### src/hdl/lfbe_pkg.sv
// ----------------------------------------------------------------------------
// lfbe_pkg
// shared widths, types and the brightness table of the led fade engine
// ----------------------------------------------------------------------------
package lfbe_pkg;

  // payload field widths
  localparam int CH_FIELD_W = 3;
  localparam int LEVEL_W    = 7;
  localparam int START_W    = 22;
  localparam int HP_W       = 8;
  localparam int HCC_W      = 11;
  localparam int DUTY_W     = 15;

  // per channel counters
  localparam int DELAY_W  = 25;
  localparam int CHANGE_W = 22;
  localparam logic [DELAY_W-1:0]  DELAY_MAX  = '1;
  localparam logic [CHANGE_W-1:0] CHANGE_MAX = '1;

  localparam int LEVEL_COUNT = 100;
  localparam logic [LEVEL_W-1:0] MAX_LEVEL = 7'd99;

  // parameter defaults
  localparam int CHANNELS_DEF  = 8;
  localparam int TPS_DEF       = 10;
  localparam int FRAC_BITS_DEF = 16;

  // fixed width part of one channel record
  typedef struct packed {
    logic [LEVEL_W-1:0]  cur_level;
    logic [LEVEL_W-1:0]  span_high;
    logic [LEVEL_W-1:0]  span_low;
    logic [DELAY_W-1:0]  delay;
    logic [CHANGE_W-1:0] change;
  } rec_fix_t;

  // what the update unit does to the record passing by
  typedef struct packed {
    logic tick;
    logic apply;
  } ctl_t;

  // prepared schedule values
  typedef struct packed {
    logic [LEVEL_W-1:0]  hi;
    logic [LEVEL_W-1:0]  lo;
    logic [DELAY_W-1:0]  delay;
    logic [CHANGE_W-1:0] change;
    logic                neg;
  } sched_t;

  typedef logic [LEVEL_COUNT-1:0][DUTY_W-1:0] duty_rom_t;

  // 0.11 * 1.07^level * 256, rounded, built with 40 fraction bits
  function automatic duty_rom_t build_duty_rom();
    duty_rom_t   rom;
    logic [63:0] x;
    x = ((64'd2816 << 40) + 64'd50) / 64'd100;
    for (int i = 0; i < LEVEL_COUNT; i++) begin
      rom[i] = DUTY_W'((x + (64'd1 << 39)) >> 40);
      x = (x * 64'd107 + 64'd50) / 64'd100;
    end
    return rom;
  endfunction

  localparam duty_rom_t DUTY_ROM = build_duty_rom();

endpackage

### src/hdl/lfbe_proc.sv
// ----------------------------------------------------------------------------
// lfbe_proc
// update of the record leaving the head of the ring: tick step or schedule load
// ----------------------------------------------------------------------------
module lfbe_proc import lfbe_pkg::*; #(
  parameter  int FRAC_BITS = FRAC_BITS_DEF,
  localparam int STEP_W    = FRAC_BITS + 9,
  localparam int RAMP_W    = FRAC_BITS + 10,
  localparam int QUO_W     = LEVEL_W + FRAC_BITS
) (
  input  ctl_t                     ctl,
  input  sched_t                   sched,
  input  logic [QUO_W-1:0]         quo,
  input  rec_fix_t                 fix_in,
  input  logic signed [STEP_W-1:0] step_in,
  input  logic signed [RAMP_W-1:0] ramp_in,
  output rec_fix_t                 fix_out,
  output logic signed [STEP_W-1:0] step_out,
  output logic signed [RAMP_W-1:0] ramp_out,
  output logic                     updated
);
  localparam int Q_W   = RAMP_W - FRAC_BITS;
  localparam int PAD_W = RAMP_W - LEVEL_W - FRAC_BITS;

  logic signed [RAMP_W-1:0] step_ext;
  logic signed [RAMP_W-1:0] ramp_sum;
  logic signed [RAMP_W-1:0] hi_f;
  logic signed [RAMP_W-1:0] lo_f;
  logic [Q_W-1:0]           q;
  logic [STEP_W-1:0]        mag;

  assign step_ext = {{(RAMP_W-STEP_W){step_in[STEP_W-1]}}, step_in};
  assign ramp_sum = ramp_in + step_ext;
  assign hi_f     = {{PAD_W{1'b0}}, fix_in.span_high, {FRAC_BITS{1'b0}}};
  assign lo_f     = {{PAD_W{1'b0}}, fix_in.span_low, {FRAC_BITS{1'b0}}};
  assign q        = ramp_sum[RAMP_W-1:FRAC_BITS];
  assign mag      = {{(STEP_W-QUO_W){1'b0}}, quo};

  always_comb begin
    fix_out  = fix_in;
    step_out = step_in;
    ramp_out = ramp_in;
    updated  = 1'b0;
    priority if (ctl.apply) begin
      fix_out.span_high = sched.hi;
      fix_out.span_low  = sched.lo;
      fix_out.delay     = sched.delay;
      fix_out.change    = sched.change;
      step_out          = sched.neg ? -mag : mag;
      ramp_out          = {{PAD_W{1'b0}}, fix_in.cur_level, {FRAC_BITS{1'b0}}};
    end else if (ctl.tick) begin
      if (fix_in.delay != '0) begin
        fix_out.delay = fix_in.delay - 1'b1;
      end else if (fix_in.change != '0) begin
        ramp_out = ramp_sum;
        // bounce off either end of the span
        if (ramp_sum > hi_f || ramp_sum < lo_f) begin
          step_out = -step_in;
        end
        if (ramp_sum[RAMP_W-1]) begin
          fix_out.cur_level = fix_in.span_low;
        end else if (q > Q_W'(fix_in.span_high)) begin
          fix_out.cur_level = fix_in.span_high;
        end else if (q < Q_W'(fix_in.span_low)) begin
          fix_out.cur_level = fix_in.span_low;
        end else begin
          fix_out.cur_level = q[LEVEL_W-1:0];
        end
        fix_out.change = fix_in.change - 1'b1;
        updated        = 1'b1;
      end
    end else begin
      fix_out = fix_in;
    end
  end

endmodule

### config.mk
export PLATFORM = sky130hd
export DESIGN_NAME = lfbe_proc
export DESIGN_NICKNAME = d
export VERILOG_FILES = /design/src/hdl/lfbe_pkg.sv /design/src/hdl/lfbe_proc.sv
export SDC_FILE = /design/constraint.sdc
export NUM_CORES = 1
export LEC_CHECK = 0
export ABC_AREA = 1
export BUFFER_PORTS_ARGS = -buffer_cell sky130_fd_sc_hd__buf_2
export CORE_AREA = 2 2 126 128
export DETAILED_ROUTE_END_ITERATION = 10
export DIE_AREA = 0 0 128 130
export PLACE_DENSITY = 0.74
export SYNTH_ARGS = -nofsm -noshare
export SYNTH_HDL_FRONTEND = slang
export SYNTH_SLANG_ARGS = --single-unit
### constraint.sdc
create_clock -name vclk -period 12.2
set_input_delay 1.83 -clock vclk [all_inputs]
set_output_delay 1.83 -clock vclk [all_outputs]
set_load 0.01 [all_outputs]
==> impl_metrics.env <==
export IMPL_antenna_found_initial=5
export IMPL_avgSynthCellArea_um2=4.80
export IMPL_grt_pass1_vias=8288
export IMPL_setup_tns_ps=0
export IMPL_die_y_um=130
export IMPL_nFillCells=1762
export IMPL_core_area_mm2=0.0154
export IMPL_drcViolationCount=0
export IMPL_ctsResizeCount=0
export IMPL_critPathKind="input pin to output port"
export IMPL_p_total_uw=319
export IMPL_multi_input_area_mm2=0.00522
export IMPL_dr_first_iter_drc_count=654
export IMPL_n_sequential_cell=0
export IMPL_path_max_fanout=48
export IMPL_vias=9400
export IMPL_setup_worst_path_start_class="input pin"
export IMPL_drtAntennaViolNets=0
export IMPL_dieArea_mm2=0.0166
export IMPL_num_io_pins=326
export IMPL_slew_headroom_pct=16.3
export IMPL_synth_cells=1304
export IMPL_final_common_cell="nand2_1"
export IMPL_tightest_slew_ps=1250
export IMPL_fmax_ghz=0.124
export IMPL_grt_overflow=0
export IMPL_cp_data_required_time_ps=10370
export IMPL_cp_end_kind="output port"
export IMPL_final_cell_mix="nand2_1 (389), buf_2 (325), inv_1 (219)"
export IMPL_routed_wl_um=25800
export IMPL_p_per_area_mw_per_mm2=40.1
export IMPL_post_drt_wl_per_cell_um=14.4
export IMPL_dp_hpwl_um=21600
export IMPL_whs_ps=3940
export IMPL_min_period_over_period_pct=66.0
export IMPL_grt_setup_unrepaired="false"
export IMPL_fp_row_count=46
export IMPL_grt_start_max_net_pins=111
export IMPL_port_buffers=326
export IMPL_firstDrtPassIters=6
export IMPL_max_cap_violations=0
export IMPL_outcome="finished clean"
export IMPL_synth_seq_area_share_pct=0
export IMPL_gp_congestion=0.953
export IMPL_min_path_type="input pin to output port"
export IMPL_grt_pass1_wl_um=38900
export IMPL_final_setup_viol_count=0
export IMPL_finalHoldViolCount=0
export IMPL_viasPerCell=5.26
export IMPL_drive_gt1_share_pct=22.0
export IMPL_seqCellArea_um2=0
export IMPL_arrival_ps=6220
export IMPL_cts_hold_buf=0
export IMPL_grt_usage_pct=28.4
export IMPL_start_util_pct=40.6
export IMPL_ys_warn_count=0
export IMPL_syn_nets=1554
export IMPL_synth_area_mm2=0.00626
export IMPL_period_minus_slack_ps=8050
export IMPL_nNetsFinal=1841
export IMPL_hold_depth=4
export IMPL_min_delay_start="sched[26]"
export IMPL_dieWidth_um=128
export IMPL_nClkBuffers=0
export IMPL_worst_ir_drop_vdd_uv=23.3
export IMPL_syn2layout_area_growth_pct=27.1
export IMPL_drv_slew=0
export IMPL_cts_setup_buffers=0
export IMPL_hold_path_end="fix_out[25]"
export IMPL_ys_types=44
export IMPL_power_leakage_nw=4.70
[kinds of logic (layout without fill, tap and decap cells)]
logic type | count (synthesis) | after routing | share of synthesized area [%]
simple gates | 746 | 746 | 50.7
buf+inv | 264 | 549 | 16.6
compound gates | 214 | 214 | 18.7
fa+ha+maj | 44 | 44 | 8.92
xor+xnor | 36 | 36 | 5.04
other cells | 0 | 5 | 0
[through the flow]
stage	cell area, um2	utilization, %	std cells	setup WS [ps]
after floorplan	6260	-	1304	5350
after global placement	7940	51.5	1781	4280
after detailed placement	7940	51.5	1781	4150
after CTS	7940	51.5	1781	4130
after global routing	7940	51.5	1782	3560
final	7950	51.5	1786	4150
[layer usage]
layer	vias to the layer above	GRT usage, %	wire (um)
met3	51	3.90	2050
li1	4786	-	-
met4	2	10.9	965
met1	4157	32.9	10100
met2	404	52.8	12600
met5	-	0	17
[synth_stat cells, types with 7 or more instances]
| library cell | instances | area share [%] |
|---|---|---|
| a21o_1 | 8 | 0.96 |
| a21oi_1 | 48 | 3.8 |
| a31oi_1 | 17 | 1.7 |
| clkbuf_1 | 23 | 1.4 |
| ha_1 | 43 | 8.6 |
| inv_1 | 219 | 13 |
| nand2_1 | 389 | 23 |
| nand3_1 | 119 | 9.5 |
| nand4_1 | 38 | 3.8 |
| nor2_1 | 146 | 8.8 |
| nor3_1 | 27 | 2.2 |
| o211ai_1 | 7 | 0.84 |
| o21ai_0 | 114 | 9.1 |
| xnor2_1 | 17 | 2.4 |
| xor2_1 | 19 | 2.7 |
[final cells by class]
cell class,instances,share of cell area [%]
Antenna cell,5,0.157
Tap cell,192,3.02
Timing Repair Buffer,327,20.6
Multi-Input combinational cell,1040,65.7
Inverter,222,10.5
[worst max-delay path: stages]
cell and delay (ps):
buf_2 90, ha_1 200, inv_1 70, fa_1 400, inv_1 110, nand2_1 60
nand2_1 100, nand3_1 100, nand2_2 130, nand2_1 80, nand2_1 80, a21oi_1 90
o21ai_0 260, xnor2_1 160, inv_1 100, ha_1 280, nand2_1 50, nor3_1 190
and3_1 190, nand3_1 90, o21ai_1 150, nand3_2 680, nand3b_1 330, nand2_1 60
o21ai_0 160, buf_2 150
[how the worst max path moves through the flow]
stage                    start          end  slack (ps)
finish              step_in[0]  step_out[1]        4150
global route        step_in[0]  step_out[1]        3560
global placement    step_in[0]  step_out[1]        4280
floorplan           step_in[0]  step_out[1]        5350
detailed placement  step_in[0]  step_out[1]        4150
CTS                 step_in[0]  step_out[1]        4130
[where the power goes]
| group | internal (mW) | switching, mW |
|---|---|---|
| sequential | 0 | 0 |
| combinational | 0.119 | 0.200 |
| clock | 0.0000000549 | 0 |
(Power assumes the default switching activity.)
