===== src/hdl/lfbe_pkg.sv =====
// ----------------------------------------------------------------------------
// lfbe_pkg
// shared widths, types and the brightness table of the led fade engine
// ----------------------------------------------------------------------------
package lfbe_pkg;

  // payload field widths
  localparam int CH_FIELD_W = 3;
  localparam int LEVEL_W    = 7;
  localparam int START_W    = 22;
  localparam int HP_W       = 8;
  localparam int HCC_W      = 11;
  localparam int DUTY_W     = 15;

  // per channel counters
  localparam int DELAY_W  = 25;
  localparam int CHANGE_W = 22;
  localparam logic [DELAY_W-1:0]  DELAY_MAX  = '1;
  localparam logic [CHANGE_W-1:0] CHANGE_MAX = '1;

  localparam int LEVEL_COUNT = 100;
  localparam logic [LEVEL_W-1:0] MAX_LEVEL = 7'd99;

  // parameter defaults
  localparam int CHANNELS_DEF  = 8;
  localparam int TPS_DEF       = 10;
  localparam int FRAC_BITS_DEF = 16;

  // fixed width part of one channel record
  typedef struct packed {
    logic [LEVEL_W-1:0]  cur_level;
    logic [LEVEL_W-1:0]  span_high;
    logic [LEVEL_W-1:0]  span_low;
    logic [DELAY_W-1:0]  delay;
    logic [CHANGE_W-1:0] change;
  } rec_fix_t;

  // what the update unit does to the record passing by
  typedef struct packed {
    logic tick;
    logic apply;
  } ctl_t;

  // prepared schedule values
  typedef struct packed {
    logic [LEVEL_W-1:0]  hi;
    logic [LEVEL_W-1:0]  lo;
    logic [DELAY_W-1:0]  delay;
    logic [CHANGE_W-1:0] change;
    logic                neg;
  } sched_t;

  typedef logic [LEVEL_COUNT-1:0][DUTY_W-1:0] duty_rom_t;

  // 0.11 * 1.07^level * 256, rounded, built with 40 fraction bits
  function automatic duty_rom_t build_duty_rom();
    duty_rom_t   rom;
    logic [63:0] x;
    x = ((64'd2816 << 40) + 64'd50) / 64'd100;
    for (int i = 0; i < LEVEL_COUNT; i++) begin
      rom[i] = DUTY_W'((x + (64'd1 << 39)) >> 40);
      x = (x * 64'd107 + 64'd50) / 64'd100;
    end
    return rom;
  endfunction

  localparam duty_rom_t DUTY_ROM = build_duty_rom();

endpackage


===== src/hdl/lfbe_cell.sv =====
// ----------------------------------------------------------------------------
// lfbe_cell
// one channel record in the rotating ring
// ----------------------------------------------------------------------------
module lfbe_cell import lfbe_pkg::*; #(
  parameter  int FRAC_BITS = FRAC_BITS_DEF,
  localparam int STEP_W    = FRAC_BITS + 9,
  localparam int RAMP_W    = FRAC_BITS + 10
) (
  input  logic                     clk,
  input  logic                     rst,
  input  logic                     shift,
  input  rec_fix_t                 fix_in,
  input  logic signed [STEP_W-1:0] step_in,
  input  logic signed [RAMP_W-1:0] ramp_in,
  output rec_fix_t                 fix_q,
  output logic signed [STEP_W-1:0] step_q,
  output logic signed [RAMP_W-1:0] ramp_q
);

  always_ff @(posedge clk) begin
    if (rst) begin
      fix_q  <= '0;
      step_q <= '0;
      ramp_q <= '0;
    end else if (shift) begin
      fix_q  <= fix_in;
      step_q <= step_in;
      ramp_q <= ramp_in;
    end
  end

endmodule


===== config.mk =====
export PLATFORM = sky130hd
export DESIGN_NAME = lfbe_cell
export DESIGN_NICKNAME = d
export VERILOG_FILES = /design/src/hdl/lfbe_pkg.sv /design/src/hdl/lfbe_cell.sv
export SDC_FILE = /design/constraint.sdc
export NUM_CORES = 1
export LEC_CHECK = 0
export BUFFER_PORTS_ARGS = -buffer_cell sky130_fd_sc_hd__buf_2
export CAP_MARGIN = 20
export CORE_MARGIN = 1
export CORE_UTILIZATION = 40
export DETAILED_ROUTE_END_ITERATION = 12
export PLACE_DENSITY = 0.76
export SYNTH_ARGS = -nofsm -noshare
export SYNTH_HDL_FRONTEND = slang
export SYNTH_SLANG_ARGS = --single-unit

===== constraint.sdc =====
create_clock -name clk -period 0.8 [get_ports clk]
set_input_delay 0.12 -clock clk [delete_from_list [all_inputs] [get_ports clk]]
set_output_delay 0.12 -clock clk [all_outputs]
set_load 0.01 [all_outputs]

==> results of run 1 <==
-- path summary, 6_finish.rpt --
| kind | endpoint | slack, ns |
|---|---|---|
| setup / recovery | ramp_q[25] | -0.31 |
| setup reg to reg | ramp_q[2] | -0.06 |
| hold reg to reg | fix_q[23] | 0.50 |
| hold / removal | ramp_q[1] | 0.07 |
-- cell type report --
| class | instances | area [sq um] |
|---|---|---|
| sequential | 119 | 2530 |
| tap | 136 | 170 |
| fill | 493 | 1730 |
| clock inverter | 8 | 145 |
| timing repair buffer | 413 | 3620 |
| clock buffer | 23 | 467 |
| multi-input combinational | 238 | 1750 |
-- routing by layer --
metal	track usage, %	routed length (um)	up-vias
met1	28.1	6290	2195
met5	0	0	-
met2	53.7	9380	293
met4	19.5	952	0
met3	8.03	1270	78
li1	-	-	2076
-- registers in the layout (all words and copies together) (netlist names) --
name,cells
fix_q,68
ramp_q,26
step_q,25
-- cells in the mapped netlist, drive strengths merged --
library cell / instances
buf: 16
clkbuf: 10
dfxtp: 119
mux2i: 119
nor2: 119
-- tightest hold or removal path, cell delays in order --
cell    delay (ns)
buf_4         0.12
buf_4         0.22
nor2_2        0.07
-- logic make-up after synthesis --
family	Yosys count	share of synthesized area (%)
muxes	119	27.6
DFF	119	55.1
and+or+nand+nor	119	10.3
buffers and inverters	26	7.00
-- stage by stage --
stage          TNS, ns  instances  instance area [sq um]  total power [mW]  worst slack [ns]
2_1_floorplan        0        383                   4320              7.57            0.0506
3_3_place_gp     -6.56        751                   5590              8.24           -0.0959
3_5_place_dp    -10.22        751                   5590              8.30            -0.171
4_1_cts         -32.67        910                   8350              17.1            -0.285
5_1_grt         -36.10        937                   8680              18.2            -0.332
6_report        -31.82        937                   8680              17.7            -0.310
-- repair_timing --
item	CTS	global route
resized for setup	239	28
setup endpoints to repair	119	123
hold buffers	119	0
pin swaps	0	4
hold endpoints to repair	119	0
setup buffers	9	27
-- where the power goes --
| group | switching, mW | internal [mW] | leakage, nW |
|---|---|---|---|
| Clock | 2.68 | 5.28 | 0.294 |
| Sequential | 0.296 | 6.37 | 1.02 |
| Combinational | 1.23 | 1.82 | 2.90 |
| Total | 4.20 | 13.5 | 4.21 |
==> Flow_metrics.wiki, run 1 <==
{| class="wikitable"
! Metric !! Value
|-
| Violation count after the first detailed-route iteration || 232
|-
| Post-synth top area cell || dfxtp_1
|-
| Maximum fanout along the worst path || 2
|-
| Final Cycle Share || 139%
|-
| CP Buf/Inv Count || 1
|-
| Number of sinks driven by the clock tree || about 120
|-
| Per-cell via count in the routed design || 4.95
|-
| Top-level port count || ~240
|-
| Final standard cell utilization of the core || ~83%
|-
| Startpoint types || flip-flop
|-
| Final global-route overflow total || 0
|-
| Count of warnings emitted by yosys || 0
|-
| Floorplan die area || 11,200 sq um
|-
| Detailed Routing Iterations Pass 1 || 4
|-
| Number of H-tree levels || 4
|-
| Area overhead of the layout relative to synthesis || 101%
|-
| Skew-Pair Late Insertion Delay || ~0.50 ns
|-
| Clock edge transition at the registers on the reported setup and hold paths || about 0.070 ns
|-
| Synthesized area || 4320 sq um
|-
| Critical Path Start || ramp_q[25]
|-
| Worst stage delay on the critical path || 0.37 ns
|-
| Transition time at the pin with the least slew margin || 0.252 ns
|-
| Total vias in the final route || 4,642
|-
| Violated checks || setup timing
|-
| Min Tclk post-route || 1.11 ns
|-
| Reported leakage power || 4.21 nW
|-
| Max-slew violation count || 0
|-
| Worst reg-to-reg path cell count || 4
|-
| Flip-flop and latch count after synthesis || about 120
|-
| Critical-path cell list || buf_6
|-
| Mapped Nets || approximately 500
|-
| Detailed-route wire length || approximately 18 mm
|-
| Highest-delay cell along the critical path || dfxtp_2
|-
| Final worst setup slack || -0.310 ns
|-
| Dpl hpwl || about 7.4 mm
|-
| Largest cells by area after synthesis || dfxtp_1 (55%), mux2i_1 (28%), nor2_1 (10%)
|-
| Horizontal die dimension || 106 um
|-
| Class of the tightest hold or removal check || primary input to flip-flop
|-
| Remaining antenna violation count after routing || 0
|-
| Timing-limited maximum frequency || 0.901 GHz
|-
| Worst-case hold slack || around 0.072 ns
|-
| Maximum number of pins on one net before global-route repair || between 50 and 60
|-
| Number of diodes added for antenna fixing || 0
|-
| Proportion of synthesized chip area in sequential cells || approximately 55%
|-
| Post-Route Skew || 0 ns
|-
| Unrepaired setup endpoints after global routing || yes
|-
| Max-capacitance violation count || 0
|-
| Y dimension of the die || between 100 and 150 um
|-
| Initial antenna violation count || 0
|-
| Data required time at the worst endpoint || between 0.6 and 0.7 ns
|-
| Number of cells on the worst hold path || 3
|-
| Floorplan core area || 10,400 sq um
|-
| TritonCTS buffer count || 17
|-
| TritonCTS clock tree || yes
|-
| Cell family with most CP delay || flip-flops
|-
| Crit end category || output pin
|-
| Initial core utilization || a little over 40%
|-
| Number of nets in the layout || between 900 and 1,000
|-
| Number of placement rows || 37
|-
| Max-Slew Margin vs Limit || between 80% and 90%
|-
| Outcome || complete, but fails checks
|-
| Instance count of the mapped netlist || 383
|-
| Worst Min Path Start || rst
|-
| Post-synth cell types || 8
|-
| Endpoints failing setup || between 100 and 150
|-
| Routed WL per cell || around 19 um
|-
| Portion of synthesized cell area occupied by the leading cell type || between 50% and 60%
|-
| Global-route wire length before repair || approximately 25 mm
|-
| Worst vdd ir || around 1400 uV
|-
| Critical path class || flip-flop to output pin
|-
| Total routing usage reported by global routing || between 20 and 30%
|-
| Commonest non-fill, non-tap cell in the layout || buf_6
|-
| Average instance area after synthesis || approximately 11 sq um
|-
| Root buffer cell || clkbuf_8
|-
| DRC viols || 0
|-
| Reg2reg start || ramp_q[2]
|-
| Arrival time of data at the critical path endpoint || ~0.99 ns
|-
| Cell area power density || about 2000 nW/um^2
|-
| Critical Path Stages || 1
|-
| Maximum count of clock buffers along a single path || 2
|-
| Final GP Congestion || ~0.71
|-
| Final hold viol count || 0
|-
| Layout cell share with drive strength beyond 1 || 57.3%
|-
| Vias in the first global route || 4,850
|-
| Most used cells in the layout excluding fill and tap cells || buf_6 (124), dfxtp_2 (119), dlygate4sd3_1 (119), buf_2 (119), nor2_1 (116)
|-
| Count of buffers inserted at the top-level ports || between 200 and 250
|}
No activity file was read; power rests on OpenSTA's default activity.
==> inputs of run 2 (changes only) <==
Settings changed: CORE_UTILIZATION 40 to 47, PLACE_DENSITY 0.76 to 0.84, REMOVE_ABC_BUFFERS set to 1.
Clock period 0.8 ns to 1.3 ns, I/O delays scaled along.
==> run 2 against run 1 <==
- combinational power down 55%
- the run ends with DRC left
- final cell count down 7.9%
- global-route usage down 0.71 points
- power down 46%
- largest cell class unchanged
- first-iteration DRC count down 50%
- largest power group unchanged
- clock skew unchanged
==> Flow_metrics.wiki, run 2 (same netlist as run 1, synthesis figures left out) <==
{| class="wikitable"
! Metric !! Value
|-
| Clock edge transition at the registers on the reported setup and hold paths || approximately 0.060 ns
|-
| Floorplan die area || between 9000 and 10,000 sq um
|-
| Worst setup path endpoint || fix_q[12]
|-
| Top-level port count || 241
|-
| TritonCTS clock tree || yes
|-
| Arrival time of data at the critical path endpoint || approximately 1.0 ns
|-
| Worst-case hold slack || 0.0276 ns
|-
| Violated checks || DRC
|-
| Switching share of power || about 24%
|-
| Reg2reg start || fix_q[2]
|-
| Worst Min Path Start || ramp_in[19]
|-
| Timing-limited maximum frequency || approximately 0.81 GHz
|-
| Comb power frac || ~14%
|-
| Startpoint types || flip-flop
|-
| Data required time at the worst endpoint || 1.11 ns
|-
| Dpl hpwl || between 7 and 8 mm
|-
| Count of buffers inserted at the top-level ports || 240
|-
| Crit end category || output pin
|-
| Outcome || complete, but fails checks
|-
| Violation count after the first detailed-route iteration || 115
|-
| Dpl cells || a little over 700
|-
| Maximum fanout along the worst path || 2
|-
| Post-Route Skew || 0 ns
|-
| Most used cells in the layout excluding fill and tap cells || buf_2 (238), mux2i_1 (119), nor2_1 (119), dfxtp_1 (119), dlygate4sd3_1 (118)
|-
| Maximum count of clock buffers along a single path || 2
|-
| Unrepaired setup endpoints after global routing || no
|-
| Worst vdd ir || slightly below 800 uV
|-
| Detailed-route wire length || ~14 mm
|-
| Endpoints failing setup || 0
|-
| Initial antenna violation count || 0
|-
| CP Buf/Inv Count || 1
|-
| Max-Slew Margin vs Limit || roughly four fifths
|-
| Skew-Pair Late Insertion Delay || 0.50 ns
|-
| Number of placement rows || 34
|-
| Capturing point of the worst reg2reg path || fix_q[2]
|-
| Cell family with most CP delay || flip-flops
|-
| Highest-delay cell along the critical path || dfxtp_1
|-
| Critical Path Stages || 1
|-
| Clock Power Share || about 44%
|-
| Sequential power share || 41.7%
|-
| Final worst setup slack || 0.0684 ns
|-
| Final global-route overflow total || 0
|-
| Layout cell share with drive strength beyond 1 || ~37%
|-
| Global-route wire length before repair || 21.2 mm
|-
| Final hold viol count || 0
|-
| Post-CTS Setup Bufs || 0
|-
| Cell area power density || 1330 nW/um^2
|-
| Final standard cell utilization of the core || just over 80%
|-
| Number of nets in the layout || slightly below 900
|-
| Initial core utilization || around half
|-
| Final Cycle Share || about 95%
|-
| Largest registers || fix_q (68), ramp_q (26), step_q (25)
|-
| Transition time at the pin with the least slew margin || 0.279 ns
|-
| NetSw || ~2.3 mW
|-
| Routed WL per cell || roughly 16 um
|-
| DRC viols || 16
|-
| Worst reg-to-reg path cell count || 2
|-
| Min Tclk post-route || ~1.2 ns
|-
| Remaining antenna violation count after routing || 0
|-
| Setup slack after placement || ~0.17 ns
|-
| Area overhead of the layout relative to synthesis || 66.7%
|-
| Maximum number of pins on one net before global-route repair || 63
|-
| Critical Path Start || fix_q[12]
|-
| Internal Dissipation || around 7.3 mW
|-
| Critical-path cell list || buf_2
|-
| Per-cell via count in the routed design || around 4.8
|-
| Area of all placed cells without fillers || 7210 sq um
|-
| Root buffer cell || clkbuf_8
|-
| Total routing usage reported by global routing || around 28%
|-
| Total vias in the final route || between 4,000 and 5,000
|-
| Final Instance Count excl. Fillers || 863
|-
| Commonest non-fill, non-tap cell in the layout || buf_2
|-
| Number of diodes added for antenna fixing || 0
|-
| Floorplan core area || 8810 sq um
|-
| Reported leakage power || about 3.8 nW
|-
| Max-capacitance violation count || 0
|-
| Final GP Congestion || approximately 0.73
|-
| Max-slew violation count || 0
|-
| PnR Total Power || roughly 9.6 mW
|-
| Number of H-tree levels || 4
|-
| Summed negative setup slack over all endpoints || 0 ns
|-
| Horizontal die dimension || between 90 and 100 um
|-
| Vias in the first global route || between 4,000 and 5,000
|-
| Flip-flop count of the largest register, all copies and words added || slightly below 70
|-
| Y dimension of the die || a little under 100 um
|-
| TritonCTS buffer count || 17
|-
| Detailed Routing Iterations Pass 1 || 9
|-
| Number of sinks driven by the clock tree || about 120
|-
| Most flop-heavy register || fix_q
|-
| Worst stage delay on the critical path || ~0.37 ns
|-
| Placed instance area || 5490 sq um
|-
| Reg-to-reg setup timing slack || approximately 0.57 ns
|-
| Class of the tightest hold or removal check || primary input to flip-flop
|-
| Critical path class || flip-flop to output pin
|-
| Post_cts resized || 0
|-
| Number of buffers inserted for hold repair after clock tree synthesis || about 120
|}
## run 2: changes by cell type in the layout (fill, tap and decap cells not counted), sizes merged
cell	before	now
bufinv	4	1
clkbuf	23	21
clkinvlp	2	3
clkinv	2	5
dlygate4sd3	119	118
buf	294	250
## run 2: cell type report
class	count	area, sq um
Timing Repair Buffer	368	2520
Sequential cell	119	2380
Multi-Input combinational cell	238	1640
Fill cell	478	1600
Clock buffer	21	459
Tap cell	108	135
Clock inverter	9	77.6
## run 2: layer usage
metal  up-vias  part of all wire [%]  GRT usage, %  wire length [um]
met4         0                   4.6          17.5               619
met3        58                   7.1          9.23               962
li1       1983                     -             -                 -
met5         -                     0             0                 0
met2       210                    52          52.9              7100
met1      1882                    36          26.8              4880
## run 2: worst min path at each step
stage,endpoint,slack [ns],depth (start not counted)
floorplan,fix_q[0],0.27,1
global placement,fix_q[35],0.43,3
detailed placement,fix_q[52],0.44,3
CTS,ramp_q[19],0.02,3
global route,ramp_q[19],0.03,3
finish,ramp_q[19],0.03,3
## run 2: power groups by stage
stage          combinational, mW  clock (mW)  sequential, mW
4_1_cts                     1.32        4.27            3.98
5_1_grt                     1.46        4.43            4.01
2_1_floorplan              0.309           0            4.15
3_3_place_gp                1.01           0            4.04
3_5_place_dp                1.04           0            4.05
6_report                    1.37        4.20            3.99
