[src/hdl/lfbe_pkg.sv]
// ----------------------------------------------------------------------------
// lfbe_pkg
// shared widths, types and the brightness table of the led fade engine
// ----------------------------------------------------------------------------
package lfbe_pkg;

  // payload field widths
  localparam int CH_FIELD_W = 3;
  localparam int LEVEL_W    = 7;
  localparam int START_W    = 22;
  localparam int HP_W       = 8;
  localparam int HCC_W      = 11;
  localparam int DUTY_W     = 15;

  // per channel counters
  localparam int DELAY_W  = 25;
  localparam int CHANGE_W = 22;
  localparam logic [DELAY_W-1:0]  DELAY_MAX  = '1;
  localparam logic [CHANGE_W-1:0] CHANGE_MAX = '1;

  localparam int LEVEL_COUNT = 100;
  localparam logic [LEVEL_W-1:0] MAX_LEVEL = 7'd99;

  // parameter defaults
  localparam int CHANNELS_DEF  = 8;
  localparam int TPS_DEF       = 10;
  localparam int FRAC_BITS_DEF = 16;

  // fixed width part of one channel record
  typedef struct packed {
    logic [LEVEL_W-1:0]  cur_level;
    logic [LEVEL_W-1:0]  span_high;
    logic [LEVEL_W-1:0]  span_low;
    logic [DELAY_W-1:0]  delay;
    logic [CHANGE_W-1:0] change;
  } rec_fix_t;

  // what the update unit does to the record passing by
  typedef struct packed {
    logic tick;
    logic apply;
  } ctl_t;

  // prepared schedule values
  typedef struct packed {
    logic [LEVEL_W-1:0]  hi;
    logic [LEVEL_W-1:0]  lo;
    logic [DELAY_W-1:0]  delay;
    logic [CHANGE_W-1:0] change;
    logic                neg;
  } sched_t;

  typedef logic [LEVEL_COUNT-1:0][DUTY_W-1:0] duty_rom_t;

  // 0.11 * 1.07^level * 256, rounded, built with 40 fraction bits
  function automatic duty_rom_t build_duty_rom();
    duty_rom_t   rom;
    logic [63:0] x;
    x = ((64'd2816 << 40) + 64'd50) / 64'd100;
    for (int i = 0; i < LEVEL_COUNT; i++) begin
      rom[i] = DUTY_W'((x + (64'd1 << 39)) >> 40);
      x = (x * 64'd107 + 64'd50) / 64'd100;
    end
    return rom;
  endfunction

  localparam duty_rom_t DUTY_ROM = build_duty_rom();

endpackage

[src/hdl/lfbe_div.sv]
// ----------------------------------------------------------------------------
// lfbe_div
// restoring divider, one quotient bit per cycle
// ----------------------------------------------------------------------------
module lfbe_div import lfbe_pkg::*; #(
  parameter int NUM_W = 23,
  parameter int DEN_W = 12
) (
  input  logic             clk,
  input  logic             rst,
  input  logic             start,
  input  logic [NUM_W-1:0] num,
  input  logic [DEN_W-1:0] den,
  output logic             busy,
  output logic             done,
  output logic [NUM_W-1:0] quo
);
  localparam int CNT_W = $clog2(NUM_W + 1);

  logic [NUM_W-1:0] acc;
  logic [DEN_W-1:0] rem;
  logic [DEN_W-1:0] den_q;
  logic [CNT_W-1:0] cnt;
  logic [DEN_W:0]   rem_sh;
  logic [DEN_W:0]   diff;
  logic             ge;

  assign rem_sh = {rem, acc[NUM_W-1]};
  assign diff   = rem_sh - {1'b0, den_q};
  assign ge     = !diff[DEN_W];
  assign quo    = acc;

  always_ff @(posedge clk) begin
    if (rst) begin
      busy <= 1'b0;
      done <= 1'b0;
      cnt  <= '0;
    end else begin
      done <= 1'b0;
      if (start) begin
        busy <= 1'b1;
        cnt  <= CNT_W'(NUM_W);
      end else if (busy) begin
        cnt <= cnt - 1'b1;
        if (cnt == CNT_W'(1)) begin
          busy <= 1'b0;
          done <= 1'b1;
        end
      end
    end
  end

  always_ff @(posedge clk) begin
    if (start) begin
      acc   <= num;
      rem   <= '0;
      den_q <= den;
    end else if (busy) begin
      acc <= {acc[NUM_W-2:0], ge};
      rem <= ge ? diff[DEN_W-1:0] : rem_sh[DEN_W-1:0];
    end
  end

endmodule

[config.mk]
export PLATFORM = sky130hd
export DESIGN_NAME = lfbe_div
export DESIGN_NICKNAME = d
export VERILOG_FILES = /design/src/hdl/lfbe_pkg.sv /design/src/hdl/lfbe_div.sv
export SDC_FILE = /design/constraint.sdc
export NUM_CORES = 1
export LEC_CHECK = 0
export BUFFER_PORTS_ARGS = -buffer_cell sky130_fd_sc_hd__buf_2
export CORE_UTILIZATION = 51
export CTS_BUF_LIST = sky130_fd_sc_hd__clkbuf_8
export DETAILED_ROUTE_END_ITERATION = 10
export GPL_ROUTABILITY_DRIVEN = 0
export GPL_TIMING_DRIVEN = 0
export PLACE_DENSITY_LB_ADDON = 0.15
export SYNTH_ARGS = -nofsm -noshare
export SYNTH_HDL_FRONTEND = slang
export SYNTH_SLANG_ARGS = --single-unit
[constraint.sdc]
create_clock -name clk -period 2.45 [get_ports clk]
set_clock_uncertainty 0.15 [all_clocks]
set_input_delay 0.245 -clock clk [delete_from_list [all_inputs] [get_ports clk]]
set_output_delay 0.245 -clock clk [all_outputs]
set_load 0.005 [all_outputs]
==> results of run 1 <==
==> layout make-up <==
type,count,area (um2),share of cell area [%]
buffer,8,46.29,1.255
clock buffer,5,68.82,1.866
clock inverter,3,43.79,1.187
inverter,20,78.83,2.137
multi-input combinational,166,1380,37.42
sequential,54,1431,38.81
tap,70,87.58,2.374
timing repair buffer,89,546.8,14.82
timing repair inverter,1,5.005,0.1357
==> power groups by stage <==
stage | Combinational [mW] | Sequential (mW) | Clock (mW)
floorplan | 0.353 | 1.13 | 0
global placement | 0.490 | 1.13 | 0
detailed placement | 0.503 | 1.13 | 0
CTS | 0.572 | 1.11 | 0.628
global route | 0.655 | 1.12 | 0.660
finish | 0.600 | 1.11 | 0.617
==> cells in the final DEF (no fill, tap or decap), types with 2 or more instances in the layout <==
master,netlist,routed
clkbuf_1,6,6
buf_4,0,14
a311o_1,2,2
a21oi_1,11,11
dfxtp_1,19,19
xnor2_1,8,8
o21ai_2,1,3
inv_1,18,16
dlygate4sd3_1,0,12
mux2i_1,5,5
nand3_1,3,3
nand2b_1,5,5
nor3_1,8,7
mux2_2,23,22
o21ai_1,3,2
nor2_1,15,14
o21ai_0,8,7
clkbuf_8,0,5
buf_2,0,62
nand2_1,17,17
nor2b_1,3,3
a2111oi_0,2,2
a21o_1,3,3
a211oi_1,2,2
edfxtp_1,35,35
ha_1,14,13
o21a_1,3,3
clkinv_1,2,2
nor4_1,3,3
==> registers in the layout (all words and copies together) (netlist names) <==
| signal | flops |
|---|---|
| quo | 23 |
| den_q | 12 |
| rem | 12 |
| cnt | 5 |
| busy | 1 |
| done | 1 |
==> cells by family after synthesis <==
family,share of synthesized area (%)
xor+xnor,2.750
flops,49.93
simple gates,10.96
compound gates,14.54
buf+inv,4.234
fa+ha+maj,6.809
mux,10.78
==> layer usage <==
metal | GRT usage, % | up-vias | share of wire, %
met5 | 0 | - | 0
met3 | 5.119 | 9 | 3.5
met4 | 6.415 | 0 | 1.2
met1 | 27.56 | 1049 | 45
li1 | - | 1103 | -
met2 | 35.18 | 45 | 50
==> how the worst max path moves through the flow <==
| stage | startpoint | to | slack [ns] | depth (start not counted) |
|---|---|---|---|---|
| after CTS | quo[22] | quo[0] | -0.21 | 10 |
| after global placement | start | quo[3] | -0.39 | 5 |
| after detailed placement | start | quo[3] | -0.40 | 5 |
| final | quo[22] | quo[0] | -0.17 | 10 |
| after global routing | quo[22] | quo[0] | -0.23 | 10 |
| after floorplan | quo[22] | quo[0] | -0.07 | 10 |
==> critical path, delay by kind of cell, from the launching register on <==
kind	cells	cell delay (ns)
muxes	1	0.25
adders and majority gates	2	0.37
DFF	1	0.42
AOI/OAI and AO/OA	3	0.81
and+or+nand+nor	2	0.12
buffers and inverters	2	0.24
==> timing repair <==
action                                  CTS  global route
hold buffers                             12             0
gates cloned                              0             1
hold endpoints to repair                 12             0
endpoints found under the setup margin   36            36
buffers inserted                         11             4
resized for setup                        10             5
pin swaps                                 9             5
==> results.json, run 1 <==
{
  "rr_startpoint": "quo[22]",
  "yosys.area.top_type_share_pct": 36.67,
  "dpl_cell_area_um2": 3276,
  "ys_ff_latch": 54,
  "ir_drop_uv": 348.6,
  "slew_headroom_pct": 57.88,
  "track_usage_pct": 21.26,
  "clk_latency_ns": 0.31,
  "die_height_um": 76.97,
  "whs_path_depth": 2,
  "netlist_top_cells_area": "edfxtp_1 (37%), dfxtp_1 (13%), mux2_2 (9.0%)",
  "clk_pin_slew_ns": 0.10,
  "hold_path_end": "cnt[1]",
  "yosys-top-cells-count": "edfxtp_1 (35), mux2_2 (23), dfxtp_1 (19), inv_1 (18), nand2_1 (17)",
  "synth-edff-count": 35,
  "pwr-share-seq_pct": 47.7,
  "final_layout_size_suffix_gt1_share_pct": 39.88,
  "clock-sinks": 54,
  "n_antenna_cell": 0,
  "drc_errors": 0,
  "clock_path_buffers": 2,
  "synth_most_common_cell": "edfxtp_1",
  "avgSynthCellArea_um2": 11.56,
  "r2r_setup_slack_ns": -0.17,
  "p_int_mw": 1.678,
  "placed_cells": 380,
  "fin_crit_ns": 2.618,
  "setup_viol_count_final": 13,
  "dp_hpwl_um": 4176,
  "status": "finished, violations left",
  "initial_core_util_pct": 54.39,
  "drv_cap": 0,
  "cp_max_fo": 7,
  "post-place-ws_ns": -0.3975,
  "r2r_cells": 10,
  "nets": 398,
  "grt_pass1_wl_um": 9749,
  "p_comb_share_pct": 25.8,
  "syn_area_um2": 2866,
  "synth_fp_nets": 301,
  "hold_start": "rst",
  "crit_required_ns": 2.38,
  "max_stage_delay_ns": 0.42,
  "powerDensity_nw_per_um2": 630.6,
  "slew_viol_final": 0,
  "synthFlopType": "edfxtp_1",
  "drtPass1Iterations": 5,
  "vias": 2206,
  "numPortBuffers": 62,
  "yosys_warnings": 0,
  "overflow": 0,
  "failed_checks": "negative setup slack",
  "wl_per_cell_um": 14.56,
  "endpoint_kind": "register",
  "drt-vias-per-instance": 5.303,
  "fmaxAchievable_mhz": 381.9,
  "switching_share_pct": 27.88,
  "final_cells": 416,
  "ys_types": 53,
  "h-tree-depth": 2,
  "rsz0062_at_grt": "true",
  "rr_endpoint": "quo[0]",
  "finalSetupTns_ns": -1.395,
  "synth_async_sr_flop_share_pct": 0,
  "cp_slowest_cell": "edfxtp_1",
  "rows": 26,
  "syn_to_final_growth_pct": 28.68,
  "p_switching_uw": 648.6,
  "fill_cells": 413,
  "grt_pass1_vias": 2113,
  "synth_top_area_cell": "edfxtp_1",
  "finalWorstSetupSlack_ns": -0.1682,
  "die-area_um2": 5924,
  "hold_violations": 0,
  "final_core_util_pct": 69.99,
  "holdWs_ns": 0.03099,
  "cts_tree": "done",
  "drtIter0Drc": 99,
  "core_area_um2": 5270,
  "p_total_mw": 2.326,
  "seq_area_frac_synth_pct": 49.93,
  "synth_cells": 248,
  "antenna_found_initial": 0,
  "worst_pin_slew_ns": 0.6318,
  "hold_class": "in -> reg",
  "num_io_pins": 63,
  "grt_max_degree": 24,
  "postLayoutCellArea_um2": 3689,
  "power_frac_clock_pct": 26.5,
  "arrival_ns": 2.55,
  "cp_cell_sequence": "inv_2 -> ha_4 -> fa_2 -> nor2b_4 -> o31a_4 -> o21ai_4 -> o311a_4 -> nand2_8 -> buf_12 -> mux2_4",
  "cts-root-buf": "clkbuf_8",
  "final.period_utilization_pct": 106.9,
  "routed_wl_um": 6055,
  "critPathKind": "reg -> reg",
  "cts_made_buffers": 5,
  "drtAntennaViolNets": 0,
  "leakagePower_nw": 1.532,
  "crit_path_start_kind": "register",
  "die_x_um": 76.97
}
Power figures use the tool's default switching activity.
==> run 2, diff against run 1 <==
--- a/config.mk
+++ b/config.mk
@@ -12,6 +12,7 @@
 export GPL_ROUTABILITY_DRIVEN = 0
 export GPL_TIMING_DRIVEN = 0
 export PLACE_DENSITY_LB_ADDON = 0.15
+export SETUP_SLACK_MARGIN = 0.2
 export SYNTH_ARGS = -nofsm -noshare
 export SYNTH_HDL_FRONTEND = slang
 export SYNTH_SLANG_ARGS = --single-unit
==> run 2 against run 1 <==
  * Sequential power hardly changed
  * Sequential share of layout area is 0.71 points lower
  * Non-clock buffer count stayed put
  * Largest power group unchanged
  * Via count is 0.82% higher
  * Combinational power is 3% higher
  * The run still ends with negative setup slack left
  * Clock-buffer cell count stayed put
  * Critical path depth stayed put
  * Die area stayed put
  * Wire length is 1.1% higher
  * Design area is 1.9% higher
  * Global-route usage is 0.19 points higher
==> results.json, run 2 (same netlist as run 1, synthesis figures left out) <==
{
  "status": "finished, violations left",
  "failed_checks": "negative setup slack",
  "fin_crit_ns": 2.624,
  "numPortBuffers": 62,
  "h-tree-depth": 2,
  "final_cell_mix": "buf_2 (62), edfxtp_1 (35), mux2_2 (22), dfxtp_1 (19), nand2_1 (17)",
  "r2r_setup_slack_ns": -0.17,
  "arrival_ns": 2.55,
  "drtAntennaViolNets": 0,
  "worst_pin_slew_ns": 0.6384,
  "cts_tree": "done",
  "rr_startpoint": "den_q[0]",
  "dpl_cell_area_um2": 3294,
  "drtPass1Iterations": 4,
  "pwr-share-seq_pct": 47.6,
  "clk_latency_ns": 0.31,
  "track_usage_pct": 21.45,
  "clk_pin_slew_ns": 0.10,
  "rr_endpoint": "quo[0]",
  "drtIter0Drc": 107,
  "clock_path_buffers": 2,
  "die-area_um2": 5924,
  "cts-root-buf": "clkbuf_8",
  "routed_wl_um": 6122,
  "num_io_pins": 63,
  "dp_hpwl_um": 4108,
  "nets": 398,
  "switching_share_pct": 28.04,
  "final_layout_size_suffix_gt1_share_pct": 41.04,
  "vias": 2224,
  "setup_viol_count_final": 13,
  "grt_pass1_wl_um": 9756,
  "cp_cell_sequence": "ha_4 -> fa_2 -> nor2b_4 -> o31a_4 -> o21ai_4 -> buf_6 -> a31oi_4 -> nand2_8 -> buf_12 -> mux2_4",
  "drc_errors": 0,
  "syn_to_final_growth_pct": 31.08,
  "critPathKind": "reg -> reg",
  "layout_commonest_cell": "buf_2",
  "powerDensity_nw_per_um2": 622.0,
  "crit_path_start_kind": "register",
  "rsz0062_at_grt": "true",
  "largest_register_ffs": 23,
  "finalWorstSetupSlack_ns": -0.1745,
  "overflow": 0,
  "die_height_um": 76.97,
  "rows": 26,
  "cp_max_fo": 8,
  "cp_slowest_cell": "edfxtp_1",
  "crit_required_ns": 2.38,
  "initial_core_util_pct": 54.39,
  "final_cells": 416,
  "final_core_util_pct": 71.30,
  "p_total_mw": 2.337,
  "fmaxAchievable_mhz": 381.0,
  "drt-vias-per-instance": 5.346,
  "die_x_um": 76.97,
  "wl_per_cell_um": 14.72,
  "slew_viol_final": 0,
  "hold_violations": 0,
  "hold_class": "in -> reg",
  "leakagePower_nw": 1.536,
  "grt_pass1_vias": 2146,
  "whs_path_depth": 2,
  "r2r_cells": 10,
  "postLayoutCellArea_um2": 3757,
  "max_stage_delay_ns": 0.43,
  "antenna_found_initial": 0,
  "endpoint_kind": "register",
  "cp_num_buf_inv": 2,
  "ir_drop_uv": 360.0,
  "clock-sinks": 54,
  "critical-path-top-delay-family": "adder cells",
  "placed_cells": 380,
  "hold_start": "rst",
  "drv_cap": 0,
  "p_comb_share_pct": 26.5,
  "p_switching_uw": 655.3,
  "p_int_mw": 1.682,
  "slew_headroom_pct": 57.44,
  "final.period_utilization_pct": 107.1,
  "hold_path_end": "cnt[0]",
  "core_area_um2": 5270,
  "fill_cells": 402,
  "cts_made_buffers": 5,
  "grt_max_degree": 18,
  "power_frac_clock_pct": 25.9,
  "n_antenna_cell": 0
}
[run 2: changes by cell type in the layout (fill, tap and decap cells not counted), moves of 2 or more]
cell | previous run | this run
buf_4 | 14 | 12
nor4_2 | 0 | 2
a2111oi_4 | 0 | 2
a2111oi_0 | 2 | 0
buf_6 | 1 | 3
nor4_1 | 3 | 1
clkinvlp_4 | 1 | 3
[run 2: how the worst max path moves through the flow]
stage               startpoint      to  depth (start not counted)
floorplan              quo[22]  quo[0]                         10
global placement         start  quo[2]                          5
detailed placement       start  quo[6]                          5
CTS                    quo[22]  quo[0]                         10
global route           quo[22]  rem[6]                         12
finish                den_q[0]  quo[0]                         10
[run 2: per-layer routing]
layer	up-vias	wire (um)	track usage [%]
met3	6	261	5.000
met5	-	0	0
met4	0	61	6.792
met2	60	3029	36.52
met1	1051	2769	26.91
li1	1107	-	-
[run 2: timing repair]
| item | 4_1_cts | 5_1_grt |
|---|---|---|
| hold buffers | 12 | 0 |
| setup buffers | 12 | 3 |
| pin swaps | 13 | 12 |
| setup endpoints to repair | 36 | 37 |
| hold endpoints to repair | 12 | 0 |
| resized for setup | 17 | 7 |
| gates cloned | 1 | 0 |
[run 2: final cells by class]
class / instances / area, um2 / share of cell area (%)
plain buffers: 8 / 46.29 / 1.232
clock buffers: 5 / 68.82 / 1.832
clock inverters: 3 / 43.79 / 1.166
inverters: 20 / 82.58 / 2.198
multi-input cells: 166 / 1435 / 38.20
flip-flops and latches: 54 / 1431 / 38.10
well taps: 70 / 87.58 / 2.331
repair buffers: 89 / 554.3 / 14.75
repair inverters: 1 / 7.507 / 0.1998
[run 2: power groups by stage]
stage | Clock, mW | Combinational, mW | Sequential, mW
detailed placement | 0 | 0.504 | 1.13
floorplan | 0 | 0.357 | 1.13
global placement | 0 | 0.494 | 1.13
global route | 0.658 | 0.676 | 1.12
CTS | 0.617 | 0.597 | 1.11
finish | 0.605 | 0.619 | 1.11
[run 2: stage by stage]
step           setup slack [ns]  setup TNS, ns  hold slack [ns]
2_1_floorplan          -0.05140       -0.05140           0.1641
3_3_place_gp            -0.3823         -9.269           0.2713
3_5_place_dp            -0.4811         -11.92           0.2736
4_1_cts                 -0.2356         -2.522          0.01855
5_1_grt                 -0.2392         -2.567          0.02254
6_report                -0.1745         -1.361          0.03491
==> run 3, diff against run 2 <==
--- a/config.mk
+++ b/config.mk
@@ -6,13 +6,14 @@
 export NUM_CORES = 1
 export LEC_CHECK = 0
 export BUFFER_PORTS_ARGS = -buffer_cell sky130_fd_sc_hd__buf_2
-export CORE_UTILIZATION = 51
+export CORE_UTILIZATION = 27
 export CTS_BUF_LIST = sky130_fd_sc_hd__clkbuf_8
 export DETAILED_ROUTE_END_ITERATION = 10
 export GPL_ROUTABILITY_DRIVEN = 0
 export GPL_TIMING_DRIVEN = 0
 export PLACE_DENSITY_LB_ADDON = 0.15
 export SETUP_SLACK_MARGIN = 0.2
+export SKIP_LAST_GASP = 1
 export SYNTH_ARGS = -nofsm -noshare
 export SYNTH_HDL_FRONTEND = slang
 export SYNTH_SLANG_ARGS = --single-unit
==> constraint.sdc (replaced) <==
create_clock -name clk -period 2.45 [get_ports clk]
set_clock_uncertainty 0.15 [all_clocks]
set_input_delay 0 -clock clk [delete_from_list [all_inputs] [get_ports clk]]
set_output_delay 0 -clock clk [all_outputs]
set_load 0.005 [all_outputs]
==> run 3 against run 2 <==
  * The flow still finishes with violations (negative setup slack)
  * Via count is 3.9% higher
  * Register-to-register slack worse by 0.02 ns
  * Maximum frequency is 0.63% lower
  * Clock power is 3.6% higher
  * Sequential power hardly changed
  * Power is 3.7% higher
  * Worst hold slack better by 0.20 ns
  * Sequential share of layout area is 3.4 points lower
  * Flip-flop and latch count stayed put
  * Setup slack worse by 0.017 ns
  * Global-route usage is 8.6 points lower
  * First-iteration DRC count is 13% lower
  * Critical path type unchanged
==> results.json, run 3 (same netlist as run 1, synthesis figures left out) <==
{
  "layout_commonest_cell": "buf_2",
  "slew_viol_final": 0,
  "endpoint_kind": "register",
  "nets": 428,
  "wl_per_cell_um": 13.43,
  "drt-vias-per-instance": 4.514,
  "num_io_pins": 63,
  "initial_core_util_pct": 27.77,
  "clock-sinks": 54,
  "final_core_util_pct": 39.92,
  "drv_cap": 0,
  "drtPass1Iterations": 6,
  "die_height_um": 105.0,
  "slew_headroom_pct": 57.09,
  "clock_path_buffers": 2,
  "placed_cells": 446,
  "arrival_ns": 2.56,
  "track_usage_pct": 12.81,
  "leakagePower_nw": 1.676,
  "clk_pin_slew_ns": 0.10,
  "die_x_um": 105.0,
  "antenna_found_initial": 0,
  "cts_made_buffers": 5,
  "vias": 2311,
  "status": "finished, violations left",
  "fmaxAchievable_mhz": 378.6,
  "overflow": 0,
  "grt_pass1_wl_um": 11100,
  "routed_wl_um": 6874,
  "grt_max_degree": 24,
  "crit_required_ns": 2.37,
  "syn_to_final_growth_pct": 43.78,
  "p_total_mw": 2.424,
  "cp_max_fo": 6,
  "fin_crit_ns": 2.641,
  "powerDensity_nw_per_um2": 588.2,
  "core_area_um2": 10320,
  "ir_drop_uv": 266.4,
  "final_layout_size_suffix_gt1_share_pct": 38.56,
  "finalWorstSetupSlack_ns": -0.1910,
  "final_cell_mix": "buf_2 (62), dlygate4sd3_1 (37), edfxtp_1 (35), mux2_2 (22), dfxtp_1 (19)",
  "rsz0062_at_grt": "true",
  "hold_class": "in -> reg",
  "cts-root-buf": "clkbuf_8",
  "clk_latency_ns": 0.31,
  "final_cells": 512,
  "drtIter0Drc": 93,
  "hold_violations": 0,
  "n_antenna_cell": 0,
  "seqCellArea_um2": 1431,
  "largest_register_ffs": 23,
  "crit_path_start_kind": "register",
  "worst_pin_slew_ns": 0.6437,
  "h-tree-depth": 2,
  "failed_checks": "negative setup slack",
  "setup_viol_count_final": 13,
  "die-area_um2": 11030,
  "final.period_utilization_pct": 107.8,
  "r2r_setup_slack_ns": -0.19,
  "drc_errors": 0,
  "drtAntennaViolNets": 0,
  "dp_hpwl_um": 4608,
  "cts_tree": "done",
  "finalSetupTns_ns": -1.303,
  "multi_input_area_um2": 1399,
  "critPathKind": "reg -> reg",
  "postLayoutCellArea_um2": 4121,
  "fill_cells": 1027,
  "rows": 37,
  "grt_pass1_vias": 2316,
  "numPortBuffers": 62,
  "dpl_cell_area_um2": 3377
}
run 3: worst paths after layout:
path | from | to | depth (start not counted)
min reg2reg | rem[11] | rem[11] | 2
max reg2reg | den_q[0] | quo[0] | 10
max | den_q[0] | quo[0] | 10
min | start | cnt[0] | 4
run 3: critical path: stages (launching register included):
cell and delay [ns]:
edfxtp_1 0.43, ha_4 0.19, fa_2 0.36, nor2b_4 0.13
o31a_4 0.16, o21ai_4 0.08, buf_6 0.13, a31oi_4 0.27
nand2_8 0.11, buf_12 0.15, mux2_4 0.25
run 3: repair_timing:
| item | CTS | global route |
|---|---|---|
| gates cloned | 1 | 1 |
| endpoints found under the hold margin | 54 | 0 |
| resized for setup | 13 | 11 |
| setup buffers | 15 | 4 |
| pin swaps | 8 | 13 |
| endpoints found under the setup margin | 36 | 36 |
| hold buffers | 37 | 0 |
run 3: area by class of cell:
cell class                 instances  area share (%)
multi-input combinational        166           33.94
buffer                             8           1.123
clock inverter                     3           1.032
tap                              136           4.129
timing repair inverter             1          0.1821
timing repair buffer             119           21.28
clock buffer                       5           1.670
sequential                        54           34.73
inverter                          20           1.913
run 3: where the power goes:
group	leakage [nW]	internal [mW]	total (mW)	switching, mW
clock	0.0562	0.306	0.627	0.321
sequential	0.505	1.06	1.11	0.0461
combinational	1.11	0.369	0.687	0.318
run 3: per-layer routing:
layer  track usage, %  up-vias  part of all wire, %
met5                0        -                    0
met4            3.320        0                 0.89
met3            1.934        5                  2.8
met2            23.04       42                   50
met1            15.88     1093                   46
li1                 -     1171                    -
run 3: per-stage QoR:
step,hold slack (ns),setup WS (ns)
final,0.2314,-0.1910
after global routing,0.2367,-0.2644
after CTS,0.2113,-0.2486
after detailed placement,0.02928,-0.3031
after global placement,0.02708,-0.3045
after floorplan,-0.08093,-0.05140
